`config.mk`:
```
export PLATFORM = sky130hd
export DESIGN_NAME = ffha_ctrl
export DESIGN_NICKNAME = d
export VERILOG_FILES = /design/src/sv/ffha_pkg.sv /design/src/sv/ffha_ctrl.sv
export SDC_FILE = /design/constraint.sdc
export NUM_CORES = 1
export LEC_CHECK = 0
export ABC_AREA = 1
export BUFFER_PORTS_ARGS = -buffer_cell sky130_fd_sc_hd__buf_2
export CAP_MARGIN = 15
export CORE_MARGIN = 5
export CORE_UTILIZATION = 40
export CTS_CLUSTER_SIZE = 20
export DETAILED_ROUTE_END_ITERATION = 10
export SLEW_MARGIN = 20
export SYNTH_ARGS = -nofsm -noshare
export SYNTH_HDL_FRONTEND = slang
export SYNTH_SLANG_ARGS = --single-unit
export TNS_END_PERCENT = 1
```
`constraint.sdc`:
```
create_clock -name clk -period 9.96 [get_ports clk]
set_input_delay 1.494 -clock clk [delete_from_list [all_inputs] [get_ports clk]]
set_output_delay 1.494 -clock clk [all_outputs]
set_load 0.1 [all_outputs]
```
`src/sv/ffha_pkg.sv`:
```
// ----------------------------------------------------------------------------
// ffha_pkg
// Shared types and codes of the first-fit heap allocator.
// ----------------------------------------------------------------------------
package ffha_pkg;

	localparam logic [1:0] OP_ALLOC  = 2'd0;
	localparam logic [1:0] OP_FREE   = 2'd1;
	localparam logic [1:0] OP_RESIZE = 2'd2;
	localparam logic [1:0] OP_UNUSED = 2'd3;

	localparam logic [1:0] ST_ADDR  = 2'd0;
	localparam logic [1:0] ST_NULL  = 2'd1;
	localparam logic [1:0] ST_LIMIT = 2'd2;
	localparam logic [1:0] ST_FULL  = 2'd3;

	localparam logic [1:0] CFG_HEADER = 2'd0;
	localparam logic [1:0] CFG_SPLIT  = 2'd1;
	localparam logic [1:0] CFG_LIMIT  = 2'd2;

	typedef struct packed {
		logic [1:0]  opcode;
		logic [15:0] req_size;
		logic        addr_given;
		logic [15:0] payload_addr;
	} req_t;

	typedef struct packed {
		logic [1:0]  status;
		logic [15:0] result_addr;
		logic [15:0] copy_from;
		logic [15:0] copy_len;
	} rsp_t;

	typedef struct packed {
		logic [15:0] off;
		logic [15:0] size;
		logic        free;
	} entry_t;

	typedef enum logic [2:0] {
		C_HOLD = 3'd0,
		C_ROT  = 3'd1,
		C_INS  = 3'd2,
		C_DROP = 3'd3,
		C_WR   = 3'd4
	} cell_op_t;

	typedef struct packed {
		cell_op_t op;
		entry_t   data;
	} cell_cmd_t;

endpackage

```
`src/sv/ffha_ctrl.sv`:
```
// ----------------------------------------------------------------------------
// ffha_ctrl
// Request sequencer: scans the rotating ring, decides, and issues the insert,
// drop and write commands to the cells.
// ----------------------------------------------------------------------------
module ffha_ctrl #(
	parameter int MAX_BLOCKS = 64,
	parameter int HEAP_BYTES = 65536
) (
	input  logic                   clk,
	input  logic                   arst_n,
	input  logic                   in_valid,
	output logic                   in_ready,
	input  ffha_pkg::req_t         in_data,
	output logic                   out_valid,
	input  logic                   out_ready,
	output ffha_pkg::rsp_t         out_data,
	input  logic                   cfg_valid,
	output logic                   cfg_ready,
	input  logic [1:0]             cfg_index,
	input  logic [16:0]            cfg_data,
	input  ffha_pkg::entry_t       head,
	output ffha_pkg::cell_cmd_t    cmd,
	output logic [$clog2(MAX_BLOCKS)-1:0] cmd_idx
);
	import ffha_pkg::*;

	localparam int IW = $clog2(MAX_BLOCKS);
	localparam int CW = $clog2(MAX_BLOCKS + 1);
	localparam logic [CW-1:0] CNT_MAX = CW'(MAX_BLOCKS);
	localparam logic [IW-1:0] POS_LAST = IW'(MAX_BLOCKS - 1);
	localparam logic [16:0] LIM_CAP = (HEAP_BYTES < 65536) ? 17'(HEAP_BYTES) : 17'd65536;

	typedef enum logic [9:0] {
		S_IDLE   = 10'b0000000001,
		S_SCAN   = 10'b0000000010,
		S_EVAL   = 10'b0000000100,
		S_FIT_WR = 10'b0000001000,
		S_NEXT   = 10'b0000010000,
		S_RA     = 10'b0000100000,
		S_RB     = 10'b0001000000,
		S_RC     = 10'b0010000000,
		S_RD     = 10'b0100000000,
		S_DONE   = 10'b1000000000
	} state_t;

	typedef enum logic [1:0] {
		J_ALLOC = 2'd0,
		J_REL   = 2'd1,
		J_RSZ   = 2'd2
	} job_t;

	function automatic logic [15:0] sat_add(logic [15:0] a, logic [7:0] h, logic [15:0] b);
		logic [17:0] s;
		s = {2'b00, a} + {10'd0, h} + {2'b00, b};
		return (s > 18'h0FFFF) ? 16'hFFFF : s[15:0];
	endfunction

	state_t        state_q;
	job_t          job_q;
	logic          pass_fit_q, relmove_q;
	logic [15:0]   req_q, addr_q, old_size_q;
	logic          found_q, has_prev_q, has_next_q;
	logic [IW-1:0] idx_q, midx_q, pos_q;
	entry_t        cur_q, prev_q, prevcap_q, next_q, m_q;
	logic [CW-1:0] cnt_q;
	logic [16:0]   top_q, lim_q;
	logic [7:0]    hdr_q;
	logic [8:0]    smin_q;
	logic [1:0]    st_q;
	logic [15:0]   res_q, cfrom_q, clen_q;
	logic          out_valid_q;
	rsp_t          out_q;

	logic          head_ok, head_hit;
	logic [15:0]   spare;
	logic          split;
	entry_t        rem_e, ra_e, rc_e;
	logic [17:0]   grow;
	logic [16:0]   lim_eff;
	logic          over, room;
	logic          prev_merge;

	assign head_ok  = CW'(pos_q) < cnt_q;
	assign head_hit = head_ok && (pass_fit_q ? (head.free && head.size >= req_q)
	                                         : (head.off == addr_q));

	assign spare = cur_q.size - req_q;
	assign room  = cnt_q < CNT_MAX;
	assign split = (spare >= {7'd0, smin_q}) && (spare >= {8'd0, hdr_q}) && room;
	assign rem_e = '{off: cur_q.off + req_q + {8'd0, hdr_q}, size: spare - {8'd0, hdr_q},
	                 free: 1'b1};
	assign grow    = {1'b0, top_q} + {10'd0, hdr_q} + {2'b00, req_q};
	assign lim_eff = (lim_q < LIM_CAP) ? lim_q : LIM_CAP;
	assign over    = grow > {1'b0, lim_eff};

	assign prev_merge = has_prev_q && prevcap_q.free;
	assign ra_e = prev_merge ?
		'{off: prevcap_q.off, size: sat_add(prevcap_q.size, hdr_q, cur_q.size), free: 1'b1} :
		'{off: cur_q.off, size: cur_q.size, free: 1'b1};
	assign rc_e = '{off: m_q.off, size: sat_add(m_q.size, hdr_q, next_q.size), free: 1'b1};

	always_comb begin
		cmd.op   = C_HOLD;
		cmd.data = cur_q;
		cmd_idx  = idx_q;
		unique case (state_q)
			S_SCAN: begin
				cmd.op = C_ROT;
			end
			S_EVAL: begin
				if (pass_fit_q) begin
					if (found_q) begin
						if (split) begin
							cmd.op   = C_INS;
							cmd.data = rem_e;
							cmd_idx  = idx_q + IW'(1);
						end else begin
							cmd.op   = C_WR;
							cmd.data = '{off: cur_q.off, size: cur_q.size, free: 1'b0};
						end
					end else if (room && !over) begin
						cmd.op   = C_INS;
						cmd.data = '{off: top_q[15:0] + {8'd0, hdr_q}, size: req_q, free: 1'b0};
						cmd_idx  = IW'(cnt_q);
					end
				end
			end
			S_FIT_WR: begin
				cmd.op   = C_WR;
				cmd.data = '{off: cur_q.off, size: req_q, free: 1'b0};
			end
			S_RA: begin
				cmd.op   = C_WR;
				cmd.data = ra_e;
				cmd_idx  = prev_merge ? idx_q - IW'(1) : idx_q;
			end
			S_RB: begin
				cmd.op = C_DROP;
			end
			S_RC: begin
				cmd_idx = midx_q;
				if (!has_next_q) begin
					cmd.op = C_DROP;
				end else if (next_q.free) begin
					cmd.op   = C_WR;
					cmd.data = rc_e;
				end
			end
			S_RD: begin
				cmd.op  = C_DROP;
				cmd_idx = midx_q + IW'(1);
			end
			default: begin
			end
		endcase
	end

	always_ff @(posedge clk or negedge arst_n) begin
		if (!arst_n) begin
			state_q     <= S_IDLE;
			cnt_q       <= '0;
			top_q       <= '0;
			hdr_q       <= 8'd40;
			smin_q      <= 9'd80;
			lim_q       <= 17'd65536;
			out_valid_q <= 1'b0;
		end else begin
			if (cfg_valid) begin
				unique case (cfg_index)
					CFG_HEADER: hdr_q  <= cfg_data[7:0];
					CFG_SPLIT:  smin_q <= cfg_data[8:0];
					CFG_LIMIT:  lim_q  <= cfg_data;
					default: begin
					end
				endcase
			end
			if (state_q == S_DONE && (!out_valid_q || out_ready)) begin
				out_valid_q <= 1'b1;
			end else if (out_valid_q && out_ready) begin
				out_valid_q <= 1'b0;
			end
			unique case (state_q)
				S_IDLE: begin
					if (in_valid) begin
						req_q     <= in_data.req_size;
						addr_q    <= in_data.payload_addr;
						st_q      <= ST_NULL;
						res_q     <= '0;
						cfrom_q   <= '0;
						clen_q    <= '0;
						found_q   <= 1'b0;
						pos_q     <= '0;
						relmove_q <= 1'b0;
						job_q     <= J_ALLOC;
						pass_fit_q <= 1'b1;
						if (in_data.opcode == OP_ALLOC ||
						    (in_data.opcode == OP_RESIZE && !in_data.addr_given)) begin
							state_q <= (in_data.req_size == 16'd0) ? S_DONE : S_SCAN;
						end else if (in_data.addr_given &&
						             (in_data.opcode == OP_FREE ||
						              (in_data.opcode == OP_RESIZE && in_data.req_size == 16'd0))) begin
							job_q      <= J_REL;
							pass_fit_q <= 1'b0;
							state_q    <= S_SCAN;
						end else if (in_data.opcode == OP_RESIZE) begin
							job_q      <= J_RSZ;
							pass_fit_q <= 1'b0;
							state_q    <= S_SCAN;
						end else begin
							state_q <= S_DONE;
						end
					end
				end
				S_SCAN: begin
					prev_q <= head;
					if (!found_q && head_hit) begin
						found_q    <= 1'b1;
						idx_q      <= pos_q;
						cur_q      <= head;
						prevcap_q  <= prev_q;
						has_prev_q <= pos_q != '0;
						has_next_q <= (CW'(pos_q) + CW'(1)) < cnt_q;
					end
					if (found_q && pos_q == idx_q + IW'(1)) begin
						next_q <= head;
					end
					pos_q <= pos_q + IW'(1);
					if (pos_q == POS_LAST) begin
						state_q <= S_EVAL;
					end
				end
				S_EVAL: begin
					if (pass_fit_q) begin
						if (found_q) begin
							st_q  <= ST_ADDR;
							res_q <= cur_q.off;
							if (split) begin
								cnt_q   <= cnt_q + CW'(1);
								state_q <= S_FIT_WR;
							end else begin
								state_q <= S_NEXT;
							end
						end else begin
							state_q <= S_NEXT;
							if (!room) begin
								st_q <= ST_FULL;
							end else if (over) begin
								st_q <= ST_LIMIT;
							end else begin
								st_q  <= ST_ADDR;
								res_q <= top_q[15:0] + {8'd0, hdr_q};
								cnt_q <= cnt_q + CW'(1);
								top_q <= grow[16:0];
							end
						end
					end else if (!found_q) begin
						state_q <= S_DONE;
					end else if (job_q == J_RSZ && !relmove_q) begin
						if (cur_q.size >= req_q) begin
							st_q    <= ST_ADDR;
							res_q   <= addr_q;
							state_q <= S_DONE;
						end else begin
							old_size_q <= cur_q.size;
							pass_fit_q <= 1'b1;
							found_q    <= 1'b0;
							pos_q      <= '0;
							state_q    <= S_SCAN;
						end
					end else begin
						state_q <= S_RA;
					end
				end
				S_FIT_WR: begin
					state_q <= S_NEXT;
				end
				S_NEXT: begin
					if (job_q == J_RSZ && st_q == ST_ADDR) begin
						cfrom_q    <= addr_q;
						clen_q     <= old_size_q;
						relmove_q  <= 1'b1;
						pass_fit_q <= 1'b0;
						found_q    <= 1'b0;
						pos_q      <= '0;
						state_q    <= S_SCAN;
					end else begin
						state_q <= S_DONE;
					end
				end
				S_RA: begin
					m_q     <= ra_e;
					midx_q  <= prev_merge ? idx_q - IW'(1) : idx_q;
					state_q <= prev_merge ? S_RB : S_RC;
				end
				S_RB: begin
					cnt_q   <= cnt_q - CW'(1);
					state_q <= S_RC;
				end
				S_RC: begin
					if (!has_next_q) begin
						cnt_q   <= cnt_q - CW'(1);
						state_q <= S_DONE;
					end else if (next_q.free) begin
						m_q     <= rc_e;
						state_q <= S_RD;
					end else begin
						state_q <= S_DONE;
					end
				end
				S_RD: begin
					cnt_q   <= cnt_q - CW'(1);
					state_q <= S_DONE;
				end
				S_DONE: begin
					if (!out_valid_q || out_ready) begin
						out_q       <= '{status: st_q,
						                 result_addr: (st_q == ST_ADDR) ? res_q : 16'd0,
						                 copy_from: cfrom_q, copy_len: clen_q};
						state_q     <= S_IDLE;
					end
				end
				default: begin
					state_q <= S_IDLE;
				end
			endcase
		end
	end

	assign in_ready  = (state_q == S_IDLE);
	assign cfg_ready = 1'b1;
	assign out_valid = out_valid_q;
	assign out_data  = out_q;

endmodule

```
==> impl_metrics.toml <==
[outcome]
status = "completed"

[yosys]
synth_edf_count = 321
synth_area_leaders = "edfxtp_1 39%, ha_1 9.3%, nand2_1 7.8%"
synth.avg_cell_area_um2 = 9.02
yosysSeqAreaShare = 0.456
synth-seq-cells = 390
synthesis.area_um2 = 24900
async_flop_share = 0.177
yosysTopAreaCell = "edfxtp_1"
yosys_warnings = 0
synth_nets = 3081
ys.flop_type = "edfxtp_1"
yosysTopAreaCellShare = 0.387
yosysUniqueCellTypes = 64
synthCells = 2763

[clock_network]
htreeDepth = 2
numCtsBuffers = 44
cts_tree = "done"
root_buffer = "clkbuf_16"
clk_pin_slew_ns = 0.06
clock-sinks = 390
cts_hold_buffers = 0
clk_latency_ns = 0.61
cts_resized = 0
cts_buffer_depth = 3
post_cts_buffers = 0

[sta]
finalHoldViolCount = 0
max_freq_ghz = 0.126
tightest_slew_ns = 1.13
holdWs_ns = 0.403
grt_setup_unrepaired = "false"
finalSetupViolations = 0
fin_setup_tns_ns = 0
setup_ws_ns = 2.02
slew_headroom = 0.247
final.period_utilization = 0.798
period_minus_slack_ns = 7.94
finalClockSkew_ns = 0.0213
final_max_slew_viol_count = 0

[route]
wl_per_cell_um = 22.3
drt_iter0_drc = 2294
drt_wl_total_um = 85100
num_vias = 20800
routed_via_density = 5.45
ant_nets = 0
drcViolationCount = 0
dr.pass1.iters = 6

[layout]
layout_common_cells = "516 x nand2_1, 365 x inv_1, 321 x edfxtp_1, 293 x nor2_1, 186 x ha_1"
stdcell_count = 3821
fill_cells = 5961
fin_util = 0.460
drive_gt1_frac = 0.120
final_common_cell = "nand2_1"
area_growth_pct = 13.8
nets = 3268

[grt]
grt_use_met2 = 0.377
grt_use_met1 = 0.357
busiest_layer = "met2"
antenna_found_initial = 5
grt_usage = 0.246
use_met3 = 0.0401
grt_pass1_wl_um = 126000
grt_start_max_net_pins = 51
grt_pass1_vias = 20000
grt-ovfl-total = 0

[placement]
dp_slack_ns = 2.72
gp_congestion = 0.993
dp_hpwl_um = 66100
port_buffers = 185
dp_cells = 3740

[job]
maxCapViolations = 0

[floorplanning]
die_y_um = 260
start_util = 0.404
rows = 91
die_w_um = 260
io_pins = 187
die_area_um2 = 67400
fp.coreArea_um2 = 61700

[power]
p_per_area_nw_per_um2 = 227
irDropWorstVdd_mv = 0.150
p_leak_nw = 12.8

[worst_setup_path]
cpMaxStageDelayCell = "dfrtp_1"
critPathMostFrequentCell = "nand2_1"
worstPathMaxFanout = 16
crit_type = "register to output port"
cp-end-kind = "output port"
arrival_ns = 6.45
max_stage_delay_ns = 0.56
crit_required_ns = 8.47
cp-start-kind = "register"

[worst_hold_path]
hp-class = "register to register"
cell usage after synthesis, types with 15 or more instances:
library cell / n
nand3b_1: 29
nor4_1: 16
inv_1: 365
edfxtp_1: 321
ha_1: 186
xnor2_1: 39
nand2_1: 517
a221oi_1: 30
dfrtp_1: 63
nor2_1: 296
mux2i_1: 15
a21oi_1: 165
nand3_1: 174
nor3_1: 29
clkbuf_1: 35
xor2_1: 71
fa_1: 40
nand4_1: 34
o21ai_0: 149
metrics by stage:
stage	power, mW	instance area (um2)
floorplan	3.90	24900
global placement	4.58	26800
detailed placement	4.64	26800
CTS	6.43	28300
global route	6.80	28400
finish	6.43	28400
final cells by class:
type,instances,area (um2),share of cell area
clock buffers,52,1180,0.0416
diodes,1,2.50,0.0000882
clock inverters,27,387,0.0136
multi-input cells,1928,11800,0.417
inverters,378,1420,0.0501
repair buffers,208,1120,0.0395
flip-flops and latches,390,11400,0.401
well taps,837,1050,0.0369
registers in the layout, summed over array words and instances (netlist names), 10 cells and up:
name / cells
old_size_q: 16
top_q: 17
prevcap_q: 33
clen_q: 16
cfrom_q: 16
m_q: 32
state_q: 10
addr_q: 16
req_q: 16
lim_q: 17
prev_q: 33
res_q: 16
next_q: 17
out_data: 50
cur_q: 33
critical path, delay by kind of cell, from the launching register on:
| family | cells | cell delay [ns] |
|---|---|---|
| AND/OR/NAND/NOR | 17 | 2.40 |
| adder cells (fa/ha/maj) | 4 | 1.50 |
| buffers and inverters | 3 | 0.69 |
| flip-flops | 1 | 0.56 |
| AO/OA/AOI/OAI | 2 | 0.50 |
| XOR/XNOR | 1 | 0.17 |
where the power goes:
| part | switching (mW) | total [mW] | internal, mW | leakage [nW] |
|---|---|---|---|---|
| clock network | 0.733 | 1.78 | 1.04 | 0.758 |
| logic | 1.77 | 2.53 | 0.760 | 8.27 |
| registers | 0.152 | 2.12 | 1.97 | 3.81 |
kinds of logic after synthesis:
group | synth area share
xor+xnor | 0.0387
buf+inv | 0.0710
fa+ha+maj | 0.126
mux | 0.00919
simple gates | 0.201
compound gates | 0.0977
flops | 0.456
other cells | 0.000150
per-layer routing:
layer	vias to the layer above	part of all wire
met5	-	0
met2	875	0.44
met4	0	0.036
li1	9767	-
met1	10000	0.46
met3	169	0.071
path summary, 6_finish.rpt:
path                                           start                endpoint  slack (ns)  cells after the start
max in group asynchronous                     arst_n  state_q[0]$_DFFE_PN1P_        8.14                      2
worst max-delay path            hdr_q[1]$_DFFE_PN0P_                 cmd[23]        2.02                     27
worst min-delay path             prev_q[0]$_DFFE_PP_  prevcap_q[0]$_DFFE_PP_        0.40                      0
worst max register to register  hdr_q[1]$_DFFE_PN0P_  res_q[9]$_SDFFCE_PN0P_        4.01                     22
worst min register to register   prev_q[0]$_DFFE_PP_  prevcap_q[0]$_DFFE_PP_        0.40                      0
min in group asynchronous                     arst_n    cnt_q[3]$_DFFE_PN0P_        0.88                      1
No activity file was read; power rests on OpenSTA's default activity.
