## config.mk

```make
export PLATFORM = sky130hd
export DESIGN_NAME = ffha_cell
export DESIGN_NICKNAME = d
export VERILOG_FILES = /design/src/sv/ffha_pkg.sv /design/src/sv/ffha_cell.sv
export SDC_FILE = /design/constraint.sdc
export NUM_CORES = 1
export LEC_CHECK = 0
export ABC_AREA = 1
export BUFFER_PORTS_ARGS = -buffer_cell sky130_fd_sc_hd__buf_2
export CAP_MARGIN = 20
export CORE_UTILIZATION = 43
export DETAILED_ROUTE_END_ITERATION = 8
export MAX_ROUTING_LAYER = met4
export PLACE_DENSITY = 0.92
export SYNTH_ARGS = -nofsm -noshare
export SYNTH_HDL_FRONTEND = slang
export SYNTH_SLANG_ARGS = --single-unit
export TNS_END_PERCENT = 20
```

## constraint.sdc

```tcl
create_clock -name clk -period 1.8 [get_ports clk]
set_input_delay 0.09 -clock clk [delete_from_list [all_inputs] [get_ports clk]]
set_output_delay 0.09 -clock clk [all_outputs]
set_load 0.005 [all_outputs]
```

## src/sv/ffha_pkg.sv

```systemverilog
// ----------------------------------------------------------------------------
// ffha_pkg
// Shared types and codes of the first-fit heap allocator.
// ----------------------------------------------------------------------------
package ffha_pkg;

	localparam logic [1:0] OP_ALLOC  = 2'd0;
	localparam logic [1:0] OP_FREE   = 2'd1;
	localparam logic [1:0] OP_RESIZE = 2'd2;
	localparam logic [1:0] OP_UNUSED = 2'd3;

	localparam logic [1:0] ST_ADDR  = 2'd0;
	localparam logic [1:0] ST_NULL  = 2'd1;
	localparam logic [1:0] ST_LIMIT = 2'd2;
	localparam logic [1:0] ST_FULL  = 2'd3;

	localparam logic [1:0] CFG_HEADER = 2'd0;
	localparam logic [1:0] CFG_SPLIT  = 2'd1;
	localparam logic [1:0] CFG_LIMIT  = 2'd2;

	typedef struct packed {
		logic [1:0]  opcode;
		logic [15:0] req_size;
		logic        addr_given;
		logic [15:0] payload_addr;
	} req_t;

	typedef struct packed {
		logic [1:0]  status;
		logic [15:0] result_addr;
		logic [15:0] copy_from;
		logic [15:0] copy_len;
	} rsp_t;

	typedef struct packed {
		logic [15:0] off;
		logic [15:0] size;
		logic        free;
	} entry_t;

	typedef enum logic [2:0] {
		C_HOLD = 3'd0,
		C_ROT  = 3'd1,
		C_INS  = 3'd2,
		C_DROP = 3'd3,
		C_WR   = 3'd4
	} cell_op_t;

	typedef struct packed {
		cell_op_t op;
		entry_t   data;
	} cell_cmd_t;

endpackage

```

## src/sv/ffha_cell.sv

```systemverilog
// ----------------------------------------------------------------------------
// ffha_cell
// One table entry of the ring. Rotates, shifts for insert or drop, or is
// written, as the broadcast command says.
// ----------------------------------------------------------------------------
module ffha_cell #(
	parameter int IDX_W = 6,
	parameter int K     = 0
) (
	input  logic                clk,
	input  ffha_pkg::cell_cmd_t cmd,
	input  logic [IDX_W-1:0]    cmd_idx,
	input  ffha_pkg::entry_t    left,
	input  ffha_pkg::entry_t    right,
	output ffha_pkg::entry_t    q
);
	import ffha_pkg::*;

	localparam logic [IDX_W-1:0] MY_IDX = IDX_W'(K);

	entry_t e_q;

	always_ff @(posedge clk) begin
		unique case (cmd.op)
			C_ROT: begin
				e_q <= right;
			end
			C_INS: begin
				if (MY_IDX > cmd_idx) begin
					e_q <= left;
				end else if (MY_IDX == cmd_idx) begin
					e_q <= cmd.data;
				end
			end
			C_DROP: begin
				if (MY_IDX >= cmd_idx) begin
					e_q <= right;
				end
			end
			C_WR: begin
				if (MY_IDX == cmd_idx) begin
					e_q <= cmd.data;
				end
			end
			default: begin
			end
		endcase
	end

	assign q = e_q;

endmodule

```

==> impl_results.md, run 1 <==
- Final cycle utilization of the critical path: 64.35%
- Synthesized area divided by synthesized cell count: 7.337 um^2
- Via count of the first global-routing pass: 2078
- Width of the die: 73.79 um
- Peak per-stage delay on the critical path: 260 ps
- Quantity of hold-fixing buffers added after cts: 0
- Hold path startpoint: right[5]
- Internal power: 1.416 mW
- I/O Pins: 142
- Initial antenna violation count: 0
- Worst slack, placed: 359.1 ps
- Final setup violating endpoints: 0
- Post-Route Utilization: 58.99%
- Share of post-route cells with drive strength above 1: 31.20%
- Synth top area cells: sky130_fd_sc_hd__edfxtp_1 45%, sky130_fd_sc_hd__nand2_1 18%, sky130_fd_sc_hd__inv_1 12%, sky130_fd_sc_hd__nand4_1 9.3%, sky130_fd_sc_hd__nand3_1 7.7%
- Count of standard-cell rows: 25
- Core footprint: 4848 um^2
- Clk_lat worst skew: 270 ps
- Die extent in y: 73.79 um
- Endpoint kind of the worst setup timing path: flip-flop
- Overall routed net length: 5863 um
- Final critical delay including setup and external delays: 1158 ps
- Most Frequent Cell on Critical Path: sky130_fd_sc_hd__nand2_1
- Instance count along the most critical hold path: 3
- Final GP Congestion: 0.7587
- Post-synthesis instance total: 302
- Hold Path Sink: q[5]
- Total Die Area: 5444 um^2
- Clk pwr share: 26.1%
- Flip-flop and latch count after synthesis: 33
- Max FO, Critical Path: 21
- Master cell of the clock root buffer: sky130_fd_sc_hd__clkbuf_8
- Clock skew: 0 ps
- Launching element type of the critical path: input port
- Reg-to-reg endpoint: q[18]
- CP max stage cell: sky130_fd_sc_hd__buf_4
- Tightest hold margin: 82.17 ps
- Cells traversed along the worst timing path: buf_2, nor2_4, nand3_4, nand2_1, nand2_1, inv_1, buf_4
- DR WL/cell: 12.37 um
- Number of clock buffers inserted by TritonCTS: 5
- Global Route Usage Sum: 22.56%
- Post-synth cell types: 14
- First drt pass iteration count: 4
- Synth Cell Area: 2216 um^2
- Overall power of the completed layout: 1.977 mW
- FF-to-FF path depth: 4
- Setup TNS Final: 0 ps
- Run status: complete, no violations
- Placed Cells: 467
- Synth top area share: 44.72%
- Final worst setup slack: 641.7 ps
- Worst slew margin: 62.43%
- F_max: 863.3 MHz
- RSZ-0062 raised after global routing: false
- Clock slew seen by the registers of the worst setup and hold paths: 70 ps
- Pin count of the biggest net entering global routing: 34
- HPWL after DPL: 4062 um
- Net count of the mapped netlist: 411
- Vias after detailed routing: 2282
- Post-layout net count: 516
- Post-CTS setup-driven buffer insertion count: 0
- Yosys top cell by area: sky130_fd_sc_hd__edfxtp_1
- Hold violation total from the final report: 0
- Switching power as a share of total power: 28.39%
- Total inserted antenna cells: 0
- Max cap viols: 0
- Comb power frac: 23.6%
- Level count of the clock H-tree: 2
- Static leakage: 1.653 nW
- Initial core utilization: 45.70%
- Flop pwr share: 50.3%
- First DRT Iteration DRCs: 73
- Proportion of synthesized chip area in sequential cells: 44.72%
- Switching power summed over all nets: 561.2 uW
- TritonCTS clock tree: yes
- # resized after CTS: 0
- Kind of path behind the tightest hold check: input port to flip-flop
- Final Cell Area: 2860 um^2
- WP data required: 1760 ps
- Clock sink total: 33
- Largest voltage drop on the vdd net: 0.4410 mV
- Power density normalized to cell area: 691.2 nW/um^2
- Worst endpoint data arrival time: 1120 ps
- Placed inst area: 2784 um^2
- Count of input and output buffers: 108
- Register-to-register path setup slack: 860 ps
- Number of warning messages in the yosys log: 0
- Vias per Instance: 4.814
- DRC: 0
- Area Growth Syn to Fin: 29.08%
- Overflow left after global routing: 0
- Worst R2R Start: q[18]
- Slew of the pin with the lowest slew margin: 562.8 ps
- Maximum root-to-sink buffer count: 2
- Antenna-violating nets left: 0
- Number of flip-flops under the largest register name: 33
- Critical Setup Path Class: input port to flip-flop
- Global-route wire length before repair: 9087 um
- Max Transition Viols Final: 0
- Final Instance Count excl. Fillers: 474
==> cells in the final DEF (no fill, tap or decap) <==
| cell | synthesis | routed |
|---|---|---|
| sky130_fd_sc_hd__buf_4 | 3 | 8 |
| sky130_fd_sc_hd__nor2_4 | 3 | 3 |
| sky130_fd_sc_hd__inv_2 | 1 | 1 |
| sky130_fd_sc_hd__nand3_4 | 1 | 1 |
| sky130_fd_sc_hd__clkbuf_1 | 0 | 1 |
| sky130_fd_sc_hd__nor2_1 | 2 | 2 |
| sky130_fd_sc_hd__inv_1 | 69 | 69 |
| sky130_fd_sc_hd__buf_2 | 12 | 108 |
| sky130_fd_sc_hd__nand4_1 | 33 | 33 |
| sky130_fd_sc_hd__edfxtp_1 | 33 | 33 |
| sky130_fd_sc_hd__o21ai_0 | 2 | 2 |
| sky130_fd_sc_hd__clkbuf_8 | 0 | 5 |
| sky130_fd_sc_hd__nand3_1 | 34 | 34 |
| sky130_fd_sc_hd__clkinv_1 | 0 | 1 |
| sky130_fd_sc_hd__nand2_2 | 1 | 1 |
| sky130_fd_sc_hd__nand2_1 | 105 | 105 |
==> per-layer routing <==
layer	wire [um]	vias up	global-route usage [%]	part of all wire, %
li1	-	1166	-	-
met1	2394	1019	24.16	41
met2	3113	93	41.90	53
met3	322	4	4.938	5.5
met4	32	0	5.556	0.55
met5	0	-	-	0
==> synth_stat cells, drive strengths merged <==
cell / count
o21ai: 2
nor2: 5
nand3: 35
edfxtp: 33
buf: 18
inv: 70
nand2: 106
nand4: 33
==> cells by family after synthesis <==
logic type | share of synthesized area (%)
AND/OR/NAND/NOR | 37.72
flip-flops | 44.72
AO/OA/AOI/OAI | 0.4517
buffers and inverters | 17.11
==> worst max-delay path, delay by kind of cell <==
family                 cells  cell delay, ps
and+or+nand+nor            4             580
buffers and inverters      3             430
==> power groups by stage <==
stage	logic, mW	clock network (mW)	registers [mW]
floorplan	0.244	0	1.02
global placement	0.450	0	1.01
detailed placement	0.469	0	1.01
CTS	0.470	0.534	0.995
global route	0.527	0.561	1.00
finish	0.467	0.515	0.995
==> how the worst max path moves through the flow <==
| stage | from | to |
|---|---|---|
| floorplan | cmd_idx[2] | q[0] |
| global placement | cmd_idx[2] | q[12] |
| detailed placement | cmd_idx[5] | q[13] |
| CTS | cmd_idx[5] | q[26] |
| global route | cmd_idx[2] | q[4] |
| finish | cmd_idx[5] | q[30] |
==> cell type report <==
class                   count  area, um^2
clock inverters             1       3.754
fillers                   441        1988
inverters                  70       262.8
well taps                  67       83.83
multi-input cells         181       845.8
clock buffers               6       72.57
flip-flops and latches     33       991.0
repair buffers            116       600.6
(Power assumes the default switching activity.)
==> inputs of run 2 (changes only) <==
clock period = 1.1 ns   (was 1.8 ns; I/O delays follow)
==> impl_results.md, run 2 (synthesis results as in run 1) <==
- Area Growth Syn to Fin: 32.19% (was 29.08%)
- Count of standard-cell rows: 25 (unchanged)
- Critical Setup Path Class: flip-flop to flip-flop (was input port to flip-flop)
- Final Cell Area: 2929 um^2 (was 2860 um^2)
- HPWL after DPL: 4030 um (was 4062 um)
- Peak per-stage delay on the critical path: 420 ps (was 260 ps)
- DR WL/cell: 11.77 um (was 12.37 um)
- Most common cell after layout, fill and taps aside: sky130_fd_sc_hd__buf_2 (unchanged)
- Final critical delay including setup and external delays: 932.5 ps
- TritonCTS clock tree: yes (unchanged)
- Initial core utilization: 45.70% (unchanged)
- Via count of the first global-routing pass: 2093 (was 2078)
- Pin count of the biggest net entering global routing: 34 (unchanged)
- Vias per Instance: 4.752 (was 4.814)
- Global-route wire length before repair: 8956 um (was 9087 um)
- Master cell of the clock root buffer: sky130_fd_sc_hd__clkbuf_8 (unchanged)
- Highest-count cells in the layout ignoring fill and taps: 108 x sky130_fd_sc_hd__buf_2, 103 x sky130_fd_sc_hd__nand2_1, 68 x sky130_fd_sc_hd__inv_1, 34 x sky130_fd_sc_hd__nand3_1 (was 108 x sky130_fd_sc_hd__buf_2, 105 x sky130_fd_sc_hd__nand2_1, 69 x sky130_fd_sc_hd__inv_1, 34 x sky130_fd_sc_hd__nand3_1)
- Power density normalized to cell area: 1120 nW/um^2 (was 691.2 nW/um^2)
- CP bufs+invs: 1 (was 3)
- Post-Route Utilization: 60.41% (was 58.99%)
- Final GP Congestion: 0.7854 (was 0.7587)
- Depth of the critical timing path with buffers and inverters included: 4 (was 7)
- Internal power: 2.344 mW (was 1.416 mW)
- Endpoint kind of the worst setup timing path: flip-flop (unchanged)
- Worst endpoint data arrival time: 970 ps (was 1120 ps)
- Vias after detailed routing: 2276 (was 2282)
- Cells traversed along the worst timing path: inv_1, nand2_1, nand3_1, nand2_1 (was buf_2, nor2_4, nand3_4, nand2_1, nand2_1, inv_1, buf_4)
- Clk_lat worst skew: 280 ps (was 270 ps)
- Hold Path Sink: q[24] (was q[5])
- Count of input and output buffers: 108 (unchanged)
- Total Die Area: 5444 um^2 (unchanged)
- Static leakage: 1.681 nW (was 1.653 nW)
- Worst slew margin: 62.93% (was 62.43%)
- First drt pass iteration count: 4 (unchanged)
- Number of clock buffers inserted by TritonCTS: 5 (unchanged)
- Clock sink total: 33 (unchanged)
- Most Frequent Cell on Critical Path: sky130_fd_sc_hd__nand2_1 (unchanged)
- Global Route Usage Sum: 22.49% (was 22.56%)
- Overall routed net length: 5637 um (was 5863 um)
- Final setup violating endpoints: 0 (unchanged)
- Post-layout net count: 520 (was 516)
- Largest voltage drop on the vdd net: 0.6186 mV (was 0.4410 mV)
- Level count of the clock H-tree: 2 (unchanged)
- Maximum root-to-sink buffer count: 2 (unchanged)
- Total inserted antenna cells: 0 (unchanged)
- Number of filler instances in the final layout: 430 (was 441)
- CP max stage cell: sky130_fd_sc_hd__edfxtp_1 (was sky130_fd_sc_hd__buf_4)
- Instance count along the most critical hold path: 3 (unchanged)
- Register-to-register path setup slack: 170 ps (was 860 ps)
- Final worst setup slack: 167.5 ps (was 641.7 ps)
- Launching element type of the critical path: flip-flop (was input port)
- Comb power frac: 24.0% (was 23.6%)
- Setup TNS Final: 0 ps (unchanged)
- Flop pwr share: 49.7% (was 50.3%)
- WP data required: 1140 ps (was 1760 ps)
- RSZ-0062 raised after global routing: false (unchanged)
- Switching power as a share of total power: 28.55% (was 28.39%)
- Share of post-route cells with drive strength above 1: 32.77% (was 31.20%)
- DRC: 0 (unchanged)
- Clock skew: 0 ps (unchanged)
- # resized after CTS: 0 (unchanged)
- Clock slew seen by the registers of the worst setup and hold paths: 70 ps (about the same)
- Clk pwr share: 26.3% (was 26.1%)
- Worst slack, placed: -100.7 ps (was 359.1 ps)
- Die extent in y: 73.79 um (unchanged)
- FF-to-FF path depth: 4 (unchanged)
- Placed inst area: 2848 um^2 (was 2784 um^2)
- Overflow left after global routing: 0 (unchanged)
- Switching power summed over all nets: 936.5 uW (was 561.2 uW)
- Kind of path behind the tightest hold check: input port to flip-flop (unchanged)
- Worst R2R Start: q[26] (was q[18])
- Max cap viols: 0 (unchanged)
- Max Transition Viols Final: 0 (unchanged)
- Antenna-violating nets left: 0 (unchanged)
- Number of flip-flops under the largest register name: 33 (unchanged)
- F_max: 1072 MHz
- First DRT Iteration DRCs: 118 (was 73)
- Quantity of hold-fixing buffers added after cts: 0 (unchanged)
- Slew of the pin with the lowest slew margin: 555.2 ps (was 562.8 ps)
- Run status: complete, no violations (unchanged)
- Initial antenna violation count: 0 (unchanged)
- I/O Pins: 142 (unchanged)
- Post-CTS setup-driven buffer insertion count: 0 (unchanged)
- Hold violation total from the final report: 0 (unchanged)
- Final cycle utilization of the critical path: 84.77%
- Worst path top cell family by delay: flip-flops (was simple AND/OR/NAND/NOR gates)
- Core footprint: 4848 um^2 (unchanged)
- Width of the die: 73.79 um (unchanged)
- Reg-to-reg endpoint: q[26] (was q[18])
- Max FO, Critical Path: 2 (was 21)
- Hold path startpoint: right[24] (was right[5])
-- run 2: changes by cell type in the layout (fill, tap and decap cells not counted), sizes merged --
cell,change
clkinv,+2
clkbuf,-1
inv,-1
buf,+4
clkinvlp,+1
-- run 2: how the worst max path moves through the flow --
stage          slack [ps]  endpoint        from
2_1_floorplan        -200      q[0]  cmd_idx[4]
3_3_place_gp          -30     q[12]     cmd[34]
3_5_place_dp         -100      q[0]     cmd[34]
4_1_cts               170     q[30]       q[30]
5_1_grt                50     q[23]     cmd[35]
6_report              170     q[26]       q[26]
-- run 2: metrics by stage --
stage	power [mW]	std cells	hold WS, ps
final	3.281	479	43.53
after global routing	3.478	479	39.98
after CTS	3.316	479	31.48
after detailed placement	2.444	471	327.2
after global placement	2.418	471	328.0
after floorplan	2.069	302	240.9
-- run 2: final cells by class --
cell class	instances	area (um^2)	share of cell area (%)
sequential	33	991.0	33.83
clock buffer	5	68.82	2.349
tap	67	83.83	2.862
clock inverter	3	12.51	0.4272
timing repair buffer	120	655.6	22.38
inverter	70	266.5	9.099
multi-input combinational	181	850.8	29.05
-- run 2: power by group through the flow --
stage | logic, mW | registers, mW | clock network [mW]
finish | 0.788 | 1.63 | 0.863
global route | 0.890 | 1.65 | 0.942
detailed placement | 0.793 | 1.65 | 0
global placement | 0.768 | 1.65 | 0
CTS | 0.794 | 1.63 | 0.892
floorplan | 0.405 | 1.66 | 0
-- run 2: worst min-delay path: stages --
cell and delay (ps):
sky130_fd_sc_hd__buf_2 70, sky130_fd_sc_hd__nand2_1 40, sky130_fd_sc_hd__nand2_1 50
-- run 2: layer usage --
metal | global-route usage (%) | vias to the layer above | part of all wire [%]
met1 | 24.54 | 1010 | 42
li1 | - | 1173 | -
met2 | 38.94 | 87 | 50
met4 | 8.974 | 0 | 0.98
met5 | - | - | 0
met3 | 5.761 | 6 | 6.5
==> inputs of run 3 (changes only) <==
ABC_AREA = 0   (was 1)
CORE_UTILIZATION = 41   (was 43)
clock period = 0.88 ns   (was 1.1 ns; I/O delays follow)
==> impl_results.md, run 3 <==
- Clock skew: 0 ps (unchanged)
- Synth top area share: 51.13% (was 44.72%)
- Overall power of the completed layout: 4.285 mW (was 3.281 mW)
- Synth Cell Area: 1938 um^2 (was 2216 um^2)
- Power density normalized to cell area: 1443 nW/um^2 (was 1120 nW/um^2)
- Largest voltage drop on the vdd net: 1.089 mV (was 0.6186 mV)
- Comb power frac: 27.8% (was 24.0%)
- Antenna-violating nets left: 0 (unchanged)
- Static leakage: 1.167 nW (was 1.681 nW)
- Placed inst area: 2669 um^2 (was 2848 um^2)
- Net count of the mapped netlist: 274 (was 411)
- Pin count of the biggest net entering global routing: 34 (unchanged)
- Final Cell Area: 2969 um^2 (was 2929 um^2)
- Endpoint kind of the worst setup timing path: flip-flop (unchanged)
- Post-synthesis compound-gate area fraction: 38.93% (was 0.4517%)
- I/O Pins: 142 (unchanged)
- Reg-to-reg endpoint: q[29] (was q[26])
- Width of the die: 70.76 um (was 73.79 um)
- Worst R2R Start: q[29] (was q[26])
- Final setup violating endpoints: 73 (was 0)
- Level count of the clock H-tree: 2 (unchanged)
- Overflow left after global routing: 0 (unchanged)
- Overall routed net length: 6679 um (was 5637 um)
- Global Route Usage Sum: 27.66% (was 22.49%)
- F_max: 945.0 MHz
- Final GP Congestion: 0.8464 (was 0.7854)
- Clk pwr share: 25.4% (was 26.3%)
- Register-to-register path setup slack: 30 ps (was 170 ps)
- Failing checks: design-rule violations, negative setup slack
- Worst slack, placed: -602.2 ps (was -100.7 ps)
- Number of flip-flops under the largest register name: 33 (unchanged)
- Max cap viols: 0 (unchanged)
- Max FO, Critical Path: 21 (was 2)
- TritonCTS clock tree: yes (unchanged)
- Clk_lat worst skew: 290 ps (was 280 ps)
- Register cell area after layout: 991.0 um^2 (unchanged)
- Post-layout net count: 390 (was 520)
- Final worst setup slack: -178.3 ps (was 167.5 ps)
- Switching power summed over all nets: 1.201 mW (was 936.5 uW)
- Run status: finished, violations left (was complete, no violations)
- CP Capture Point: q[16] (was q[26])
- HPWL after DPL: 4127 um (was 4030 um)
- Highest-count cells in the layout ignoring fill and taps: 104 x sky130_fd_sc_hd__buf_2, 33 x sky130_fd_sc_hd__edfxtp_1, 32 x sky130_fd_sc_hd__a2bb2oi_1, 29 x sky130_fd_sc_hd__a311oi_1, 23 x sky130_fd_sc_hd__o21ai_1 (was 108 x sky130_fd_sc_hd__buf_2, 103 x sky130_fd_sc_hd__nand2_1, 68 x sky130_fd_sc_hd__inv_1, 34 x sky130_fd_sc_hd__nand3_1)
- First DRT Iteration DRCs: 193 (was 118)
- Flop pwr share: 46.8% (was 49.7%)
- Top cells by count, synth: 33 x sky130_fd_sc_hd__a2bb2oi_1, 33 x sky130_fd_sc_hd__a311oi_1, 33 x sky130_fd_sc_hd__edfxtp_1, 32 x sky130_fd_sc_hd__o21ai_1, 12 x sky130_fd_sc_hd__clkbuf_1 (was 105 x sky130_fd_sc_hd__nand2_1, 69 x sky130_fd_sc_hd__inv_1, 34 x sky130_fd_sc_hd__nand3_1, 33 x sky130_fd_sc_hd__edfxtp_1, 33 x sky130_fd_sc_hd__nand4_1)
- Post-synthesis instance total: 165 (was 302)
- Top flip-flop cell by instance count after synthesis: sky130_fd_sc_hd__edfxtp_1 (unchanged)
- Post-Synth Simple-Gate Area: 3.228% (was 37.72%)
- First drt pass iteration count: 7 (was 4)
- Max Transition Viols Final: 0 (unchanged)
- Initial antenna violation count: 0 (unchanged)
- Number of filler instances in the final layout: 354 (was 430)
- Total Die Area: 5006 um^2 (was 5444 um^2)
- Vias per Instance: 6.269 (was 4.752)
- Asr flop ratio synth: 0% (unchanged)
- Multiplexer fraction of the synthesized cell area: 0% (unchanged)
- Setup TNS Final: -9726 ps (was 0 ps)
- Vias after detailed routing: 2094 (was 2276)
- Slew of the pin with the lowest slew margin: 313.5 ps (was 555.2 ps)
- Worst endpoint data arrival time: 1050 ps (was 970 ps)
- Clock sink total: 33 (unchanged)
- Instance count along the most critical hold path: 2 (was 3)
- Synth top area cells: sky130_fd_sc_hd__edfxtp_1 51%, sky130_fd_sc_hd__a2bb2oi_1 15%, sky130_fd_sc_hd__a311oi_1 15%, sky130_fd_sc_hd__o21ai_1 8.3%, sky130_fd_sc_hd__clkbuf_1 2.3% (was sky130_fd_sc_hd__edfxtp_1 45%, sky130_fd_sc_hd__nand2_1 18%, sky130_fd_sc_hd__inv_1 12%, sky130_fd_sc_hd__nand4_1 9.3%, sky130_fd_sc_hd__nand3_1 7.7%)
- Met3 usage: 6.125% (was 5.761%)
- Adder and majority cell fraction of the synthesized area: 0% (unchanged)
- Tightest hold margin: 83.78 ps (was 43.53 ps)
- Launching element type of the critical path: input port (was flip-flop)
- Number of warning messages in the yosys log: 0 (unchanged)
- Flip-flop and latch count after synthesis: 33 (unchanged)
- Master cell of the clock root buffer: sky130_fd_sc_hd__clkbuf_8 (unchanged)
- Area Growth Syn to Fin: 53.20% (was 32.19%)
- Initial core utilization: 43.61% (was 45.70%)
- Yosys top cell by area: sky130_fd_sc_hd__edfxtp_1 (unchanged)
- Switching power as a share of total power: 28.03% (was 28.55%)
- Count of standard-cell rows: 24 (was 25)
- Via count of the first global-routing pass: 2034 (was 2093)
- Clock slew seen by the registers of the worst setup and hold paths: 70 ps (about the same)
- EDFF count, synth: 33 (unchanged)
- RSZ-0062 raised after global routing: true (was false)
- Hold path startpoint: right[2] (was right[24])
- Proportion of synthesized chip area in sequential cells: 51.13% (was 44.72%)
- Post-synth cell types: 17 (was 14)
- Core footprint: 4444 um^2 (was 4848 um^2)
- Hold violation total from the final report: 0 (unchanged)
- Kind of path behind the tightest hold check: input port to flip-flop (unchanged)
- Synthesized area divided by synthesized cell count: 11.75 um^2 (was 7.337 um^2)
- Total inserted antenna cells: 0 (unchanged)
- Most common cell after layout, fill and taps aside: sky130_fd_sc_hd__buf_2 (unchanged)
- Global-route wire length before repair: 10290 um (was 8956 um)
- Critical Path Start: cmd_idx[3] (was q[26])
- DR WL/cell: 20.00 um (was 11.77 um)
- Number of clock buffers inserted by TritonCTS: 5 (unchanged)
- Share of post-route cells with drive strength above 1: 56.74% (was 32.77%)
- Maximum root-to-sink buffer count: 2 (unchanged)
- Combinational family with the most area after synthesis: compound AO/OA/AOI/OAI gates (was simple AND/OR/NAND/NOR gates)
- Final critical delay including setup and external delays: 1058 ps
- Met2 global-route usage: 45.41% (was 38.94%)
- Critical Setup Path Class: input port to flip-flop (was flip-flop to flip-flop)
- Final cycle utilization of the critical path: 120.3%
- Synth Area in XOR/XNOR: 0.8393% (was 0%)
- Die extent in y: 70.76 um (was 73.79 um)
- DRC: 14 (was 0)
- Count of input and output buffers: 108 (unchanged)
- FF-to-FF path depth: 2 (was 4)
- Global Route met1 Usage: 33.58% (was 24.54%)
- Top Usage Layer GRT: met2 (unchanged)
- Worst slew margin: 78.94% (was 62.93%)
- Area occupied by multi-input gates: 967.2 um^2 (was 850.8 um^2)
- Internal power: 3.084 mW (was 2.344 mW)
- WP data required: 880 ps (was 1140 ps)
run 3: layout make-up:
| cell class | count | area share (%) |
|---|---|---|
| repair buffers | 128 | 29.12 |
| flip-flops and latches | 33 | 33.38 |
| clock inverters | 3 | 0.4214 |
| well taps | 52 | 2.191 |
| clock buffers | 5 | 2.318 |
| multi-input cells | 113 | 32.57 |
run 3: per-stage QoR:
stage / cells / util (%)
floorplan: 165 / -
global placement: 319 / 60.05
detailed placement: 319 / 60.05
CTS: 334 / 66.55
global route: 334 / 66.81
finish: 334 / 66.81
run 3: worst min path at each step:
stage / endpoint / slack [ps]
floorplan: q[0] / 290
global placement: q[2] / 370
detailed placement: q[2] / 380
CTS: q[12] / 80
global route: q[25] / 100
finish: q[2] / 80
run 3: cells by family after synthesis:
kind of cell    count (synthesis)
compound gates                101
flops                          33
buf+inv                        22
simple gates                    8
xor+xnor                        1
run 3: power groups by stage:
stage               Combinational, mW  Sequential [mW]  Clock, mW
floorplan                       0.505             2.04          0
global placement                 1.05             2.02          0
detailed placement               1.08             2.03          0
CTS                              1.18             2.00       1.10
global route                     1.28             2.02       1.16
finish                           1.19             2.00       1.09
run 3: critical path: stages:
cell                      delay, ps
sky130_fd_sc_hd__buf_8          110
sky130_fd_sc_hd__nor4_4         360
sky130_fd_sc_hd__nand2_2        100
sky130_fd_sc_hd__a31oi_4        220
sky130_fd_sc_hd__buf_12         210
run 3: what timing repair did:
| item | CTS | global route |
|---|---|---|
| gates cloned | 5 | 0 |
| buffers inserted | 2 | 0 |
| hold buffers | 0 | 0 |
| pin swaps | 48 | 9 |
| endpoints found under the setup margin | 69 | 93 |
| gates resized for setup | 29 | 3 |
run 3: per-layer routing:
| metal | up-vias | share of wire (%) | routed length (um) |
|---|---|---|---|
| met5 | - | 0 | 0 |
| met4 | 0 | 2.2 | 144 |
| met3 | 16 | 8.2 | 547 |
| met2 | 123 | 50 | 3310 |
| met1 | 992 | 40 | 2677 |
| li1 | 963 | - | - |
